<file path="src/design/x86am_pkg.sv">
// Shared types for the ModR/M / SIB effective address decoder.
// Holds the operand record handed from the parser to the address stage
// and the register file write request. No dependencies.
package x86am_pkg;

  localparam int unsigned REG_W = 32;

  typedef struct packed {
    logic             en;
    logic [2:0]       sel;
    logic [REG_W-1:0] data;
  } gpr_wr_t;

  typedef struct packed {
    logic             is_memory;
    logic [2:0]       reg_field;
    logic [2:0]       rm_register;
    logic [2:0]       byte_length;
    logic [REG_W-1:0] disp;
    logic             base_en;
    logic [2:0]       base_sel;
    logic             index_en;
    logic [2:0]       index_sel;
    logic [1:0]       scale;
  } op_rec_t;

endpackage

</file>
<file path="src/design/x86am_regfile.sv">
// Copy of the eight 32-bit general registers: one write port and two
// registered read ports for base and index. Depends on x86am_pkg.
module x86am_regfile (
  input  logic                         clk,
  input  logic                         rst_n,
  input  x86am_pkg::gpr_wr_t           wr,
  input  logic                         rd_en,
  input  logic [2:0]                   rd_base_sel,
  input  logic [2:0]                   rd_index_sel,
  output logic [x86am_pkg::REG_W-1:0]  rd_base,
  output logic [x86am_pkg::REG_W-1:0]  rd_index
);

  logic [x86am_pkg::REG_W-1:0] gpr_r [8];
  logic [x86am_pkg::REG_W-1:0] rd_base_r;
  logic [x86am_pkg::REG_W-1:0] rd_index_r;

  always_ff @(posedge clk) begin
    if (!rst_n) begin
      for (int i = 0; i < 8; i++) begin
        gpr_r[i] <= '0;
      end
    end else if (wr.en) begin
      gpr_r[wr.sel] <= wr.data;
    end
  end

  always_ff @(posedge clk) begin
    if (rd_en) begin
      rd_base_r  <= gpr_r[rd_base_sel];
      rd_index_r <= gpr_r[rd_index_sel];
    end
  end

  assign rd_base  = rd_base_r;
  assign rd_index = rd_index_r;

endmodule

</file>
<file path="src/design/x86am_parser.sv">
// Input register and byte parser: tracks ModR/M, SIB and displacement
// bytes and issues an operand record when the operand is complete.
// Depends on x86am_pkg.
module x86am_parser (
  input  logic                 clk,
  input  logic                 rst_n,
  input  logic                 item_valid,
  output logic                 item_ready,
  input  logic                 item_func,
  input  logic [42:0]          item_data,
  input  logic                 rec_free,
  output logic                 rec_load,
  output x86am_pkg::op_rec_t   rec,
  output x86am_pkg::gpr_wr_t   wr
);

  typedef enum logic [1:0] {
    PH_MODRM = 2'd0,
    PH_SIB   = 2'd1,
    PH_DISP  = 2'd2
  } phase_t;

  localparam logic [2:0] REG_ESP = 3'd4;
  localparam logic [2:0] REG_EBP = 3'd5;
  localparam logic [1:0] MOD_REG = 2'd3;

  function automatic logic uses_sib(input logic [7:0] m);
    return (m[7:6] != MOD_REG) && (m[2:0] == REG_ESP);
  endfunction

  function automatic logic [2:0] base_of(input logic [7:0] m, input logic [7:0] s);
    return uses_sib(m) ? s[2:0] : m[2:0];
  endfunction

  function automatic logic [2:0] disp_len(input logic [7:0] m, input logic [7:0] s);
    logic [2:0] len;
    unique case (m[7:6])
      2'd1:    len = 3'd1;
      2'd2:    len = 3'd4;
      default: len = (base_of(m, s) == REG_EBP) ? 3'd4 : 3'd0;
    endcase
    return len;
  endfunction

  function automatic x86am_pkg::op_rec_t make_rec(input logic [7:0] m, input logic [7:0] s,
                                                   input logic [31:0] d, input logic [2:0] cnt);
    x86am_pkg::op_rec_t r;
    logic               mem;
    logic [2:0]         base;
    mem           = (m[7:6] != MOD_REG);
    base          = base_of(m, s);
    r.is_memory   = mem;
    r.reg_field   = m[5:3];
    r.rm_register = mem ? 3'd0 : m[2:0];
    r.byte_length = cnt;
    if (!mem) begin
      r.disp = '0;
    end else if (disp_len(m, s) == 3'd1) begin
      r.disp = {{24{d[7]}}, d[7:0]};
    end else begin
      r.disp = d;
    end
    r.base_en   = mem && !((m[7:6] == 2'd0) && (base == REG_EBP));
    r.base_sel  = base;
    r.index_en  = mem && uses_sib(m) && (s[5:3] != REG_ESP);
    r.index_sel = s[5:3];
    r.scale     = s[7:6];
    return r;
  endfunction

  logic        in_valid_r;
  logic        func_r;
  logic [42:0] data_r;

  phase_t      phase_r,  phase_nxt;
  logic [7:0]  modrm_r,  modrm_nxt;
  logic [7:0]  sib_r,    sib_nxt;
  logic [31:0] disp_r,   disp_nxt;
  logic [2:0]  left_r,   left_nxt;
  logic [2:0]  count_r,  count_nxt;
  logic        emit;
  logic        advance;
  logic [7:0]  b;
  logic [31:0] rec_disp;

  assign advance    = in_valid_r && rec_free;
  assign item_ready = !in_valid_r || rec_free;
  assign b          = data_r[42:35];

  always_comb begin
    logic [2:0] dl;
    logic [2:0] total;
    logic [1:0] pos;
    phase_nxt = phase_r;
    modrm_nxt = modrm_r;
    sib_nxt   = sib_r;
    disp_nxt  = disp_r;
    left_nxt  = left_r;
    count_nxt = count_r;
    emit      = 1'b0;
    rec_disp  = disp_r;
    dl        = 3'd0;
    total     = 3'd0;
    pos       = 2'd0;
    unique case (phase_r)
      PH_SIB: begin
        sib_nxt   = b;
        count_nxt = 3'd2;
        dl        = disp_len(modrm_r, b);
        disp_nxt  = '0;
        rec_disp  = '0;
        if (dl == 3'd0) begin
          emit = 1'b1;
        end else begin
          phase_nxt = PH_DISP;
          left_nxt  = dl;
        end
      end
      PH_DISP: begin
        total     = disp_len(modrm_r, sib_r);
        pos       = 2'(total - left_r);
        rec_disp  = disp_r | ({24'd0, b} << {pos, 3'b000});
        disp_nxt  = rec_disp;
        left_nxt  = (left_r != 3'd0) ? left_r - 3'd1 : 3'd0;
        count_nxt = count_r + 3'd1;
        emit      = (left_nxt == 3'd0);
      end
      default: begin
        modrm_nxt = b;
        sib_nxt   = '0;
        count_nxt = 3'd1;
        disp_nxt  = '0;
        left_nxt  = 3'd0;
        rec_disp  = '0;
        dl        = disp_len(b, 8'd0);
        if (b[7:6] == MOD_REG) begin
          emit = 1'b1;
        end else if (uses_sib(b)) begin
          phase_nxt = PH_SIB;
        end else if (dl == 3'd0) begin
          emit = 1'b1;
        end else begin
          phase_nxt = PH_DISP;
          left_nxt  = dl;
        end
      end
    endcase
    if (emit) begin
      phase_nxt = PH_MODRM;
      left_nxt  = 3'd0;
      disp_nxt  = '0;
    end
  end

  assign rec      = make_rec(modrm_nxt, sib_nxt, rec_disp, count_nxt);
  assign rec_load = advance && func_r && emit;

  assign wr.en   = advance && !func_r;
  assign wr.sel  = data_r[2:0];
  assign wr.data = data_r[34:3];

  always_ff @(posedge clk) begin
    if (!rst_n) begin
      in_valid_r <= 1'b0;
      phase_r    <= PH_MODRM;
      modrm_r    <= '0;
      sib_r      <= '0;
      disp_r     <= '0;
      left_r     <= '0;
      count_r    <= '0;
    end else begin
      if (item_valid && item_ready) begin
        in_valid_r <= 1'b1;
      end else if (advance) begin
        in_valid_r <= 1'b0;
      end
      if (advance && func_r) begin
        phase_r <= phase_nxt;
        modrm_r <= modrm_nxt;
        sib_r   <= sib_nxt;
        disp_r  <= disp_nxt;
        left_r  <= left_nxt;
        count_r <= count_nxt;
      end
    end
  end

  always_ff @(posedge clk) begin
    if (item_valid && item_ready) begin
      func_r <= item_func;
      data_r <= item_data;
    end
  end

endmodule

</file>
<file path="src/design/x86am_agen.sv">
// Address stage: holds the operand record with its register reads, adds
// base, scaled index and displacement, and drives the output register.
// Depends on x86am_pkg.
module x86am_agen (
  input  logic                         clk,
  input  logic                         rst_n,
  input  logic                         rec_load,
  input  x86am_pkg::op_rec_t           rec,
  input  logic [x86am_pkg::REG_W-1:0]  rd_base,
  input  logic [x86am_pkg::REG_W-1:0]  rd_index,
  output logic                         rec_free,
  output logic                         out_tvalid,
  input  logic                         out_tready,
  output logic [47:0]                  out_tdata
);

  x86am_pkg::op_rec_t          rec_r;
  logic                        rec_valid_r;
  logic                        out_valid_r;
  logic [47:0]                 out_data_r;
  logic                        out_free;
  logic [x86am_pkg::REG_W-1:0] base_term;
  logic [x86am_pkg::REG_W-1:0] index_term;
  logic [x86am_pkg::REG_W-1:0] addr;

  assign out_free = !out_valid_r || out_tready;
  assign rec_free = !rec_valid_r || out_free;

  assign base_term  = rec_r.base_en  ? rd_base : '0;
  assign index_term = rec_r.index_en ? (rd_index << rec_r.scale) : '0;
  assign addr       = rec_r.disp + base_term + index_term;

  always_ff @(posedge clk) begin
    if (!rst_n) begin
      rec_valid_r <= 1'b0;
      out_valid_r <= 1'b0;
    end else begin
      if (rec_load) begin
        rec_valid_r <= 1'b1;
      end else if (out_free) begin
        rec_valid_r <= 1'b0;
      end
      if (out_free) begin
        out_valid_r <= rec_valid_r;
      end
    end
  end

  always_ff @(posedge clk) begin
    if (rec_load) begin
      rec_r <= rec;
    end
    if (out_free) begin
      out_data_r <= {6'd0, rec_r.byte_length, addr, rec_r.rm_register,
                     rec_r.reg_field, rec_r.is_memory};
    end
  end

  assign out_tvalid = out_valid_r;
  assign out_tdata  = out_data_r;

endmodule

</file>
<file path="src/design/x86_modrm_sib_address_decoder.sv">
// Top level of the 32-bit ModR/M / SIB effective address decoder.
// Instantiates x86am_parser, x86am_regfile and x86am_agen; uses x86am_pkg.
//
//   channel | dir | payload
//   in_*    | in  | tuser: func; tdata: register_number, register_value, code_byte
//   out_*   | out | tdata: is_memory, reg_field, rm_register, address, byte_length
//
// One request per cycle is taken while out_tready does not stall; a completed
// operand passes the input register, the operand register with the register
// reads and the output register with the add before it is on out_*.
// Register writes and non-final bytes give no result.
// rst_n is synchronous: parse state, valids and the register copy clear to zero.
// A stalled out_tready backs up through the stages to in_tready.
module x86_modrm_sib_address_decoder (
  input  logic        clk,
  input  logic        rst_n,
  input  logic        in_tvalid,
  output logic        in_tready,
  input  logic        in_tuser,   // func
  input  logic [47:0] in_tdata,   // register_number[2:0], register_value[34:3], code_byte[42:35]
  output logic        out_tvalid,
  input  logic        out_tready,
  output logic [47:0] out_tdata   // is_memory[0], reg_field[3:1], rm_register[6:4],
                                  // address[38:7], byte_length[41:39]
);

  x86am_pkg::op_rec_t          rec;
  x86am_pkg::gpr_wr_t          wr;
  logic                        rec_load;
  logic                        rec_free;
  logic [x86am_pkg::REG_W-1:0] rd_base;
  logic [x86am_pkg::REG_W-1:0] rd_index;

  x86am_parser u_parser (
    .clk        (clk),
    .rst_n      (rst_n),
    .item_valid (in_tvalid),
    .item_ready (in_tready),
    .item_func  (in_tuser),
    .item_data  (in_tdata[42:0]),
    .rec_free   (rec_free),
    .rec_load   (rec_load),
    .rec        (rec),
    .wr         (wr)
  );

  x86am_regfile u_regfile (
    .clk          (clk),
    .rst_n        (rst_n),
    .wr           (wr),
    .rd_en        (rec_load),
    .rd_base_sel  (rec.base_sel),
    .rd_index_sel (rec.index_sel),
    .rd_base      (rd_base),
    .rd_index     (rd_index)
  );

  x86am_agen u_agen (
    .clk        (clk),
    .rst_n      (rst_n),
    .rec_load   (rec_load),
    .rec        (rec),
    .rd_base    (rd_base),
    .rd_index   (rd_index),
    .rec_free   (rec_free),
    .out_tvalid (out_tvalid),
    .out_tready (out_tready),
    .out_tdata  (out_tdata)
  );

  a_load_when_free: assert property (@(posedge clk) disable iff (!rst_n)
    rec_load |-> rec_free)
    else $error("operand record loaded over an undelivered one");

  a_no_write_with_load: assert property (@(posedge clk) disable iff (!rst_n)
    !(rec_load && wr.en))
    else $error("register write and operand completion in one cycle");

  a_length_range: assert property (@(posedge clk) disable iff (!rst_n)
    out_tvalid |-> (out_tdata[41:39] != 3'd0 && out_tdata[41:39] != 3'd7))
    else $error("byte length out of range");

  a_reg_operand_clean: assert property (@(posedge clk) disable iff (!rst_n)
    (out_tvalid && !out_tdata[0]) |-> (out_tdata[38:7] == 32'd0 && out_tdata[41:39] == 3'd1))
    else $error("register operand with address or extra bytes");

endmodule
</file>
<file path="config.mk">
export PLATFORM = sky130hd
export DESIGN_NAME = x86_modrm_sib_address_decoder
export DESIGN_NICKNAME = d
export VERILOG_FILES = /design/src/design/x86am_pkg.sv /design/src/design/x86am_regfile.sv /design/src/design/x86am_parser.sv /design/src/design/x86am_agen.sv /design/src/design/x86_modrm_sib_address_decoder.sv
export SDC_FILE = /design/constraint.sdc
export NUM_CORES = 1
export LEC_CHECK = 0
export BUFFER_PORTS_ARGS = -buffer_cell sky130_fd_sc_hd__buf_2
export CAP_MARGIN = 30
export CORE_MARGIN = 2
export CORE_UTILIZATION = 60
export DETAILED_ROUTE_END_ITERATION = 10
export PLACE_DENSITY = 0.78
export SKIP_CTS_REPAIR_TIMING = 1
export SLEW_MARGIN = 0
export SYNTH_ARGS = -nofsm -noshare
export SYNTH_HDL_FRONTEND = slang
export SYNTH_SLANG_ARGS = --single-unit
</file>
<file path="constraint.sdc">
create_clock -name clk -period 5.24 [get_ports clk]
set_input_delay 0 -clock clk [delete_from_list [all_inputs] [get_ports clk]]
set_output_delay 0 -clock clk [all_outputs]
set_load 0.005 [all_outputs]
</file>
# Word level (Yosys, flattened, before mapping)
# Memory sizes are Yosys's and may differ from the RTL's. A register that Yosys moved wholly into a read port is not among the register bits.
# Cells that the tools add are included.
# op_classes
add_sub_neg	5
eq_ne	24
shifts	2
mux	51
bitwise	1
reduce_logical	31
# op_table
cell	n
$mux W32	6
$add A32 B32 Y32	2
$mux W3	16
$or A32 B32 Y32	1
$reduce_or A32 Y1	1
$shl A32 B2 Y32	1
$shl A8 B5 Y32	1
$pmux W3 S2	5
$eq A3 B3 Y1 const B	6
$pmux W8 S2	1
$mux W1	13
$logic_and A1 B1 Y1	12
$mux W2	6
$eq A2 B2 Y1 const B	5
$logic_not A3 Y1	3
$eq A2 B1 Y1 const B	4
$mux W8	1
$pmux W2 S2	2
$ne A2 B2 Y1 const B	3
$ne A3 B2 Y1 const B	2
$logic_not A1 Y1	5
$reduce_and A5 Y1	1
$ne A4 B2 Y1 const B	1
$reduce_bool A2 Y1	2
other kinds (12)	14
# totals
ff_bits	191
mem_bits_rw	256
input_bits	53
output_inout_bits	50
wordCells	135
mem_count	1
# memory_table
memory	words	width	rd	rd_ports_with_merged_regs	wr	line_no	text
u_regfile.gpr_r	8	32	2	2	8	x86am_regfile.sv:14	logic [x86am_pkg::REG_W-1:0] gpr_r [8];

# Logic depth before layout (Yosys ltp)
# Gate-level depths: netlist (run 1).
# depth
depth_word	14
mapped_depth	17
ltp_nobuf	15

# Cells and area by module
# From an unflattened synthesis (run 1), not the netlist that was laid out.
# unflattened
hier_cells	1958
hier_area_um2	26889.5
# modules_own_cells
mod	instances	cells_each	area_per_inst_um2	seq_area_each_um2
x86am_regfile	1	907	15467.3	9609.2
x86am_agen	1	508	6312.3	2682.6
x86am_parser	1	543	5109.9	2462.4

# Worst setup path after synthesis (run 1)
# No wires, ideal clock.
# synth_timing
path_kind	register -> register
startpoint	register u_parser.data_r[41]
endpoint	register u_agen.rec_r[0] (netlist name), enable pin
setup_time_ns	0.464
arrival_time_ns	4.039
required_time_ns	4.776
path_slack_ns	0.737
stages_incl_launch_ff	10
n_path_buf	1
synth_period_minus_slack_ns	4.503
cell_sequence	edfxtp_1 -> clkbuf_1 -> inv_1 -> ha_1 -> nand2b_1 -> a211oi_1 -> o21ai_0 -> o21ai_0 -> nand2_1 -> inv_1
# synth_between
elab_chain_len	13
elab_cells_between_ends	16
classes_between	5 x eq/ne; 8 x mux; 3 x reduce/logical
# synth_rtl
element	line_no	text
start, declared	x86am_parser.sv:73	logic [42:0] data_r;
start signal, assigned	x86am_parser.sv:191	data_r <= item_data;
$ne A2 B2 Y1	x86am_parser.sv:28	return (m[7:6] != MOD_REG) && (m[2:0] == REG_ESP);
$logic_and A1 B1 Y1	x86am_parser.sv:28	
$mux W3	x86am_parser.sv:32	return uses_sib(m) ? s[2:0] : m[2:0];
$eq A3 B3 Y1	x86am_parser.sv:40	default: len = (base_of(m, s) == REG_EBP) ? 3'd4 : 3'd0;
$mux W3	x86am_parser.sv:40	
$pmux W3 S2	x86am_parser.sv:37	unique case (m[7:6])
$mux W3	x86am_parser.sv:105	unique case (phase_r)
$logic_not A3 Y1	x86am_parser.sv:140	end else if (dl == 3'd0) begin
$mux W1	x86am_parser.sv:140	
$mux W1	x86am_parser.sv:138	end else if (uses_sib(b)) begin
$mux W1 (*)	x86am_parser.sv:136	if (b[7:6] == MOD_REG) begin
$pmux W1 S2 (*)	x86am_parser.sv:105	
$logic_and A1 B1 Y1 (*)	x86am_parser.sv:156	assign rec_load = advance && func_r && emit;
via rec_load	x86_modrm_sib_address_decoder.sv:29	logic rec_load;
end signal, assigned	x86am_agen.sv:51	rec_r <= rec;
end, declared	x86am_agen.sv:17	x86am_pkg::op_rec_t rec_r;
# The timed path passes the listed nets; every way through them passes the cells marked *. The select of a mux whose other input is x is not followed.
# A chain may end at the register's enable or synchronous reset.

# Worst setup path after layout (run 1)
# layout_timing
startpoint	register u_agen.rec_r[1] (netlist name)
endpoint	register u_agen.out_data_r[36] (netlist: u_agen.out_tdata[36]), data pin
# layout_between
elab_chain_len	3
# layout_rtl
element	line_no	text
$shl A32 B2 Y32	x86am_agen.sv:30	assign index_term = rec_r.index_en ? (rd_index << rec_r.scale) : '0;
$mux W32	x86am_agen.sv:30	
$add A32 B32 Y32	x86am_agen.sv:31	assign addr = rec_r.disp + base_term + index_term;
via u_agen.addr, one bit	x86am_agen.sv:24	logic [x86am_pkg::REG_W-1:0] addr;
end signal, assigned	x86am_agen.sv:54	out_data_r <= {6'd0, rec_r.byte_length, addr, rec_r.rm_register,
end, declared	x86am_agen.sv:20	logic [47:0] out_data_r;
# The timed path passes the listed nets, and every way through them passes these cells.

==> results by group, run 1 <==
Critical path
  – Crit path from: u_agen.rec_r[1]
  – CP required: 5590 ps
  – Crit path buf inv count: 2
  – Reg2Reg Depth: 14
  – Critical path's top delay family: compound AO/OA/AOI/OAI gates
  – Max stage delay on crit path: 630 ps
  – Crit-path cells: inv_1, nand3_1, fa_1, inv_1, ha_1, fa_1, a211oi_1, o21ai_0, o211ai_1, o211ai_1, a221oi_1, o21ai_1, o41ai_2, xnor2_1
  – CP endpoint: u_agen.out_tdata[36]
  – R2r setup slk: 880 ps
  – Critical Path Fanout Max: 14
  – Worst Setup Start Kind: flip-flop
  – WP data arrival: 4720 ps
  – Critical Path Sink Type: flip-flop
  – CP Class: reg -> reg
  – Instance count on the critical path: 14
  – Worst r2r src: u_agen.rec_r[1]
  – Slowest CP cell: edfxtp_1
  – Reg2reg end: u_agen.out_tdata[36]

Flow run
  – MaxCap Viol Count: 0

Routing
  – Total wire length: 68730 um
  – Initial DRC count: 2774
  – Via count: 20470
  – Remaining antenna violation count: 0
  – Pre-antenna DRT Iters: 8
  – Wire per inst: 20.44 um
  – DRC: 0
  – Vias per inst: 6.089

Logic synthesis
  – Post-synth top area cell: edfxtp_1
  – Cell count after synthesis: 2673
  – Avg Cell Area, Syn: 9.931 sq um
  – Commonest cells in the synthesized netlist: nand2_1, edfxtp_1, nand3_1
  – Top-count cell post-synth: nand2_1
  – Post-synth EDFFs: 452
  – Seq/Total Area, Yosys: 0.5558
  – Synth top area share: 0.5113
  – Post-synth cell types: 65
  – Asr flop ratio synth: 0
  – Total of warnings raised by yosys: 0
  – Synth top area cells: edfxtp_1, nand2_1, nand3_1
  – Syn Std Cell Area: 26550 sq um
  – Yosys reg bits: 511
  – Main synth FF type: edfxtp_1

Global route
  – GRT Overall Usage: 0.2970
  – Largest net degree at the start of global routing: 129
  – First-pass GRT wire length: 106100 um
  – Vias in the first global route: 20002
  – Total congestion overflow: 0
  – Initial antenna violation count: 1

STA
  – Final min period: 4362 ps
  – Tightest Pin Transition: 1082 ps
  – Fin. Hold Viols: 1
  – Final setup vio count: 0
  – RSZ-0062 raised after global routing: false
  – Final max-slew violation count: 0
  – Tcrit/Tclk final: 0.8324
  – Worst slew margin: 0.2767
  – Worst clock skew: 20.75 ps
  – Fmax: 229.3 MHz
  – Worst hold margin: -0.7354 ps
  – Fin Setup TNS: 0 ps

Power and ir drop
  – VDD IR max: 0.0002649 V
  – PwrDens: 310.0 nW/um^2
  – Total Power: 9.189 mW
  – Leakage: 11.58 nW

Layout
  – Area growth syn-to-layout: 11.68%
  – Non-Filler Instances: 3362
  – Fillers: 3258
  – Share of layout cells above drive strength 1: 0.09570
  – Total Nets Final: 2853

Placed design
  – Placed insts: 3218
  – Gpl congestion: 0.8591
  – Port Buf Inserts: 91
  – Dpl hpwl: 41120 um

Floorplan
  – Cell Rows: 77
  – Die H: 214.3 um
  – Die width: 214.3 um
  – # IOs: 103
  – Core ar.: 43930 sq um
  – Initial Util: 0.6042
  – Die area: 45940 sq um

Clock tree
  – Clk sink count: 511
  – CTS tree: built
  – CTS Buf Count: 53
  – H-tree lvl count: 2
  – Worst-Skew Late Latency: 620 ps
  – Clk pin slew, worst setup/hold paths: 70 ps
  – CTS max path bufs: 3
  – Cell at the root of the clock tree: clkbuf_16

Status
  – Run status: finished, violations left
  – Violated checks: hold timing

Worst hold path
  – Hold Path Class: in -> reg
  – Hold path start: rst_n
==> per-layer routing <==
layer | track usage | vias to the layer above | share of wire
met1 | 0.3924 | 9694 | 0.38
li1 | - | 9276 | -
met2 | 0.4884 | 1274 | 0.48
met5 | 0 | - | 0.00019
met4 | 0.1296 | 2 | 0.035
met3 | 0.04965 | 224 | 0.10
==> sequential cells by signal, summed over array words and instances, names as in the netlist <==
signal	flops
u_parser.func_r	1
u_parser.data_r	43
u_agen.out_tdata	42
u_parser.left_r	3
u_parser.sib_r	8
u_parser.disp_r	32
u_agen.out_tvalid	1
u_regfile.rd_base	32
u_parser.phase_r	2
u_parser.count_r	3
u_regfile.gpr_r	256
u_agen.rec_r	46
u_parser.in_valid_r	1
u_parser.modrm_r	8
u_regfile.rd_index	32
u_agen.rec_valid_r	1
==> worst min-delay path by stage <==
stage,endpoint,cells past startpoint,slack (ps)
after global routing,u_agen.out_tvalid,3,0.5
after CTS,u_parser.data_r[23],1,-470
final,u_agen.out_tvalid,3,-0.7
after detailed placement,u_parser.data_r[42],1,180
after global placement,u_parser.data_r[18],1,180
after floorplan,u_parser.data_r[0],0,100
==> cells by family after synthesis <==
kind of cell | Yosys count | share of synthesized area
simple gates | 1423 | 0.2476
flops | 511 | 0.5558
compound gates | 312 | 0.07212
buf+inv | 285 | 0.04369
fa+ha+maj | 72 | 0.04299
mux | 38 | 0.02743
xor+xnor | 31 | 0.01023
other cells | 1 | 0.0001413
==> final cells by class <==
| cell class | count | area, sq um | share of cell area |
|---|---|---|---|
| multi-input combinational | 1882 | 10820 | 0.3649 |
| sequential | 511 | 14750 | 0.4977 |
| timing repair buffer | 176 | 1324 | 0.04465 |
| tap | 592 | 740.7 | 0.02499 |
| clock inverter | 20 | 118.9 | 0.004009 |
| inverter | 104 | 392.9 | 0.01325 |
| antenna | 1 | 2.502 | 0.00008441 |
| clock buffer | 76 | 1495 | 0.05043 |
==> tightest hold or removal path: stages <==
cell	delay [ps]
buf_2	110
buf_4	280
o21a_1	170
==> report_power, final <==
group          internal (mW)  switching [mW]  total (mW)
registers               4.62           0.129        4.75
clock network           1.98            1.57        3.55
logic                  0.314           0.568       0.882
total                   6.92            2.27        9.19
==> per-stage QoR <==
step | cell area (sq um) | setup slack [ps] | utilization
after floorplan | 26560 | 737.0 | -
after global routing | 29640 | 595.8 | 0.6748
after CTS | 29170 | 958.7 | 0.6640
final | 29650 | 878.3 | 0.6748
after detailed placement | 27560 | 974.7 | 0.6273
after global placement | 27560 | 1022 | 0.6273
==> cell usage in the layout (no fill, tap or decap), drive strengths merged, types with 32 or more instances in the layout <==
| cell | netlist | routed |
|---|---|---|
| o21ai | 116 | 116 |
| clkbuf | 111 | 76 |
| ha | 40 | 40 |
| buf | 70 | 129 |
| edfxtp | 452 | 452 |
| nor2 | 82 | 82 |
| dfxtp | 59 | 59 |
| and2 | 266 | 266 |
| dlygate4sd3 | 0 | 47 |
| nand3 | 333 | 333 |
| fa | 32 | 32 |
| nand2 | 683 | 683 |
| a21oi | 95 | 95 |
| inv | 104 | 106 |
Power figures use the tool's default switching activity.
==> inputs of run 2 (changes only) <==
ABC_AREA = 1   (was unset)
CORE_UTILIZATION = 57   (was 60)
PLACE_DENSITY = 0.77   (was 0.78)
clock period = 3.8 ns   (was 5.24 ns; I/O delays follow)
==> run 2 against run 1 <==
Effect of this change: the run now ends clean; global-route usage is 0.61 points higher; non-clock buffer count up 30; flip-flop and latch count is the same; largest cell class unchanged; critical path depth up 3.
==> results by group, run 2 <==
Critical path
  – Slowest CP cell: or2_2
  – Reg2Reg Depth: 17
  – Critical Path Sink Type: flip-flop
  – Critical Path Fanout Max: 28
  – Critical path's most frequent cell: nand2_1
  – WP data arrival: 3850 ps
  – Reg2reg end: u_agen.out_tdata[38]
  – CP Class: reg -> reg
  – Max stage delay on crit path: 520 ps
  – Crit-path cells: or2_2, inv_1, nand2_1, fa_1, inv_1, ha_1, fa_1, nand3_1, nand2_1, nand3_1, nand3_1, nand2_1, nand2_1, nand2_1, nand2_1, nand2_1, nand2_1
  – R2r setup slk: 320 ps
  – CP required: 4170 ps
  – Worst r2r src: u_agen.rec_r[1]
  – Worst Setup Start Kind: flip-flop

STA
  – Tcrit/Tclk final: 0.9159
  – Worst slew margin: 0.4021
  – Worst clock skew: 35.32 ps
  – RSZ-0062 raised after global routing: false
  – Fin Setup TNS: 0 ps
  – Worst hold margin: 71.29 ps
  – Fmax: 287.3 MHz
  – Final min period: 3480 ps
  – Final max-slew violation count: 0
  – Final setup vio count: 0
  – Fin. Hold Viols: 0
  – Tightest Pin Transition: 896.8 ps

Clock tree
  – CTS tree: built
  – CTS Buf Count: 52
  – Clk pin slew, worst setup/hold paths: 60 ps
  – Clk sink count: 511
  – CTS max path bufs: 3
  – H-tree lvl count: 2
  – Cell at the root of the clock tree: clkbuf_16
  – Worst-Skew Late Latency: 630 ps

Logic synthesis
  – Post-synth EDFFs: 452
  – Commonest cells in the synthesized netlist: nand2_1, inv_1, edfxtp_1
  – Cell count after synthesis: 3248
  – Avg Cell Area, Syn: 8.598 sq um
  – Total of warnings raised by yosys: 0
  – Seq/Total Area, Yosys: 0.5283
  – Top-count cell post-synth: nand2_1
  – Synth top area share: 0.4860
  – Post-synth top area cell: edfxtp_1
  – Syn Std Cell Area: 27930 sq um
  – Yosys reg bits: 511
  – Asr flop ratio synth: 0
  – Main synth FF type: edfxtp_1
  – Synth top area cells: edfxtp_1, nand2_1, inv_1
  – Post-synth cell types: 43

Placed design
  – Gpl congestion: 0.9285
  – Placed insts: 3845
  – Port Buf Inserts: 91
  – Dpl hpwl: 48860 um

Worst hold path
  – Hold Path Class: in -> reg
  – Hold path start: in_tdata[0]
  – WHS Path Cells: 2
  – Worst hold endpoint: u_parser.data_r[0]

Global route
  – Total congestion overflow: 0
  – Largest net degree at the start of global routing: 130
  – Vias in the first global route: 22576
  – Initial antenna violation count: 0
  – First-pass GRT wire length: 118600 um
  – GRT Overall Usage: 0.3030

Routing
  – Remaining antenna violation count: 0
  – Vias per inst: 5.823
  – Via count: 23229
  – DRC: 0
  – Wire per inst: 19.43 um
  – Pre-antenna DRT Iters: 7
  – Total wire length: 77510 um
  – Initial DRC count: 2580

Floorplan
  – Die width: 225.3 um
  – Die H: 225.3 um
  – Initial Util: 0.5741
  – Core ar.: 48650 sq um
  – Cell Rows: 81
  – Die area: 50780 sq um
  – # IOs: 103

Power and ir drop
  – PwrDens: 424.4 nW/um^2
  – Leakage: 13.61 nW
  – VDD IR max: 0.0003408 V

Layout
  – Share of layout cells above drive strength 1: 0.07455
  – Most common cell after layout, fill and taps aside: nand2_1
  – Number of flip-flops in the largest register: 256
  – Commonest cells after routing, fill and taps aside: nand2_1, inv_1, edfxtp_1
  – Area growth syn-to-layout: 11.64%
  – Ant diodes: 0
  – Total Nets Final: 3451
  – Largest Register: u_regfile.gpr_r
  – Non-Filler Instances: 3989
  – Biggest regs: u_regfile.gpr_r: 256 flops, u_agen.rec_r: 46 flops, u_parser.data_r: 43 flops

Flow run
  – MaxCap Viol Count: 0

Status
  – Run status: completed
[run 2: changes by cell type after synthesis, sizes merged, moves of 20 or more]
cell    previous run  this run
inv              104       572
nand2            683       598
o22ai              2        29
nand3            333       229
nor2              82       388
o211ai             5        64
mux4              27         0
a21oi             95       156
mux2i              6        26
o21ai            116       266
nand3b             2        67
and2             266         0
[run 2: logic make-up after synthesis]
family	after synthesis	synth area share
fa+ha+maj	72	0.04086
compound gates	549	0.1090
flops	511	0.5283
simple gates	1304	0.1975
buf+inv	761	0.1073
xor+xnor	24	0.007527
other cells	1	0.0001343
mux	26	0.009319
[run 2: cell type report]
type	instances	area, sq um
Inverter	574	2158
Fill cell	3840	17470
Timing Repair Buffer	206	1642
Sequential cell	511	14750
Clock buffer	68	1361
Multi-Input combinational cell	1981	10240
Clock inverter	27	246.5
Tap cell	622	778.2
[run 2: worst max-delay path: cells and delay by family (launching register included)]
family        cells  cell delay (ps)
fa+ha+maj         3             1140
flops             1              370
buf+inv           2              190
simple gates     12             1550
[run 2: power by group]
group	internal [mW]	total (mW)	switching [mW]
combinational	0.566	1.74	1.17
sequential	6.43	6.56	0.135
clock	2.74	4.93	2.19
[run 2: worst max-delay path by stage]
stage          slack, ps                   end                start  cells after the start
4_1_cts              320  u_agen.out_tdata[38]      u_agen.rec_r[1]                     17
3_3_place_gp         340  u_agen.out_tdata[38]      u_agen.rec_r[1]                     17
5_1_grt               30  u_agen.out_tdata[28]      u_agen.rec_r[1]                     17
3_5_place_dp         310  u_agen.out_tdata[38]      u_agen.rec_r[1]                     17
2_1_floorplan          7       u_agen.rec_r[0]  u_parser.phase_r[0]                      8
6_report             320  u_agen.out_tdata[38]      u_agen.rec_r[1]                     17
[run 2: per-stage QoR]
stage	power [mW]	util	cell area, sq um	worst slack, ps
after detailed placement	8.340	0.5978	29080	308.0
after floorplan	7.736	-	27950	7.271
final	13.23	0.6409	31180	319.6
after global placement	8.278	0.5969	29040	340.2
after CTS	13.21	0.6308	30690	319.1
after global routing	13.68	0.6409	31180	30.40
[run 2: metal layers]
layer / wire [um] / GRT usage / up-vias
li1: - / - / 10721
met1: 29070 / 0.3853 / 10894
met2: 37100 / 0.5090 / 1315
met3: 7519 / 0.03977 / 299
met4: 3828 / 0.1579 / 0
met5: 0 / 0 / -
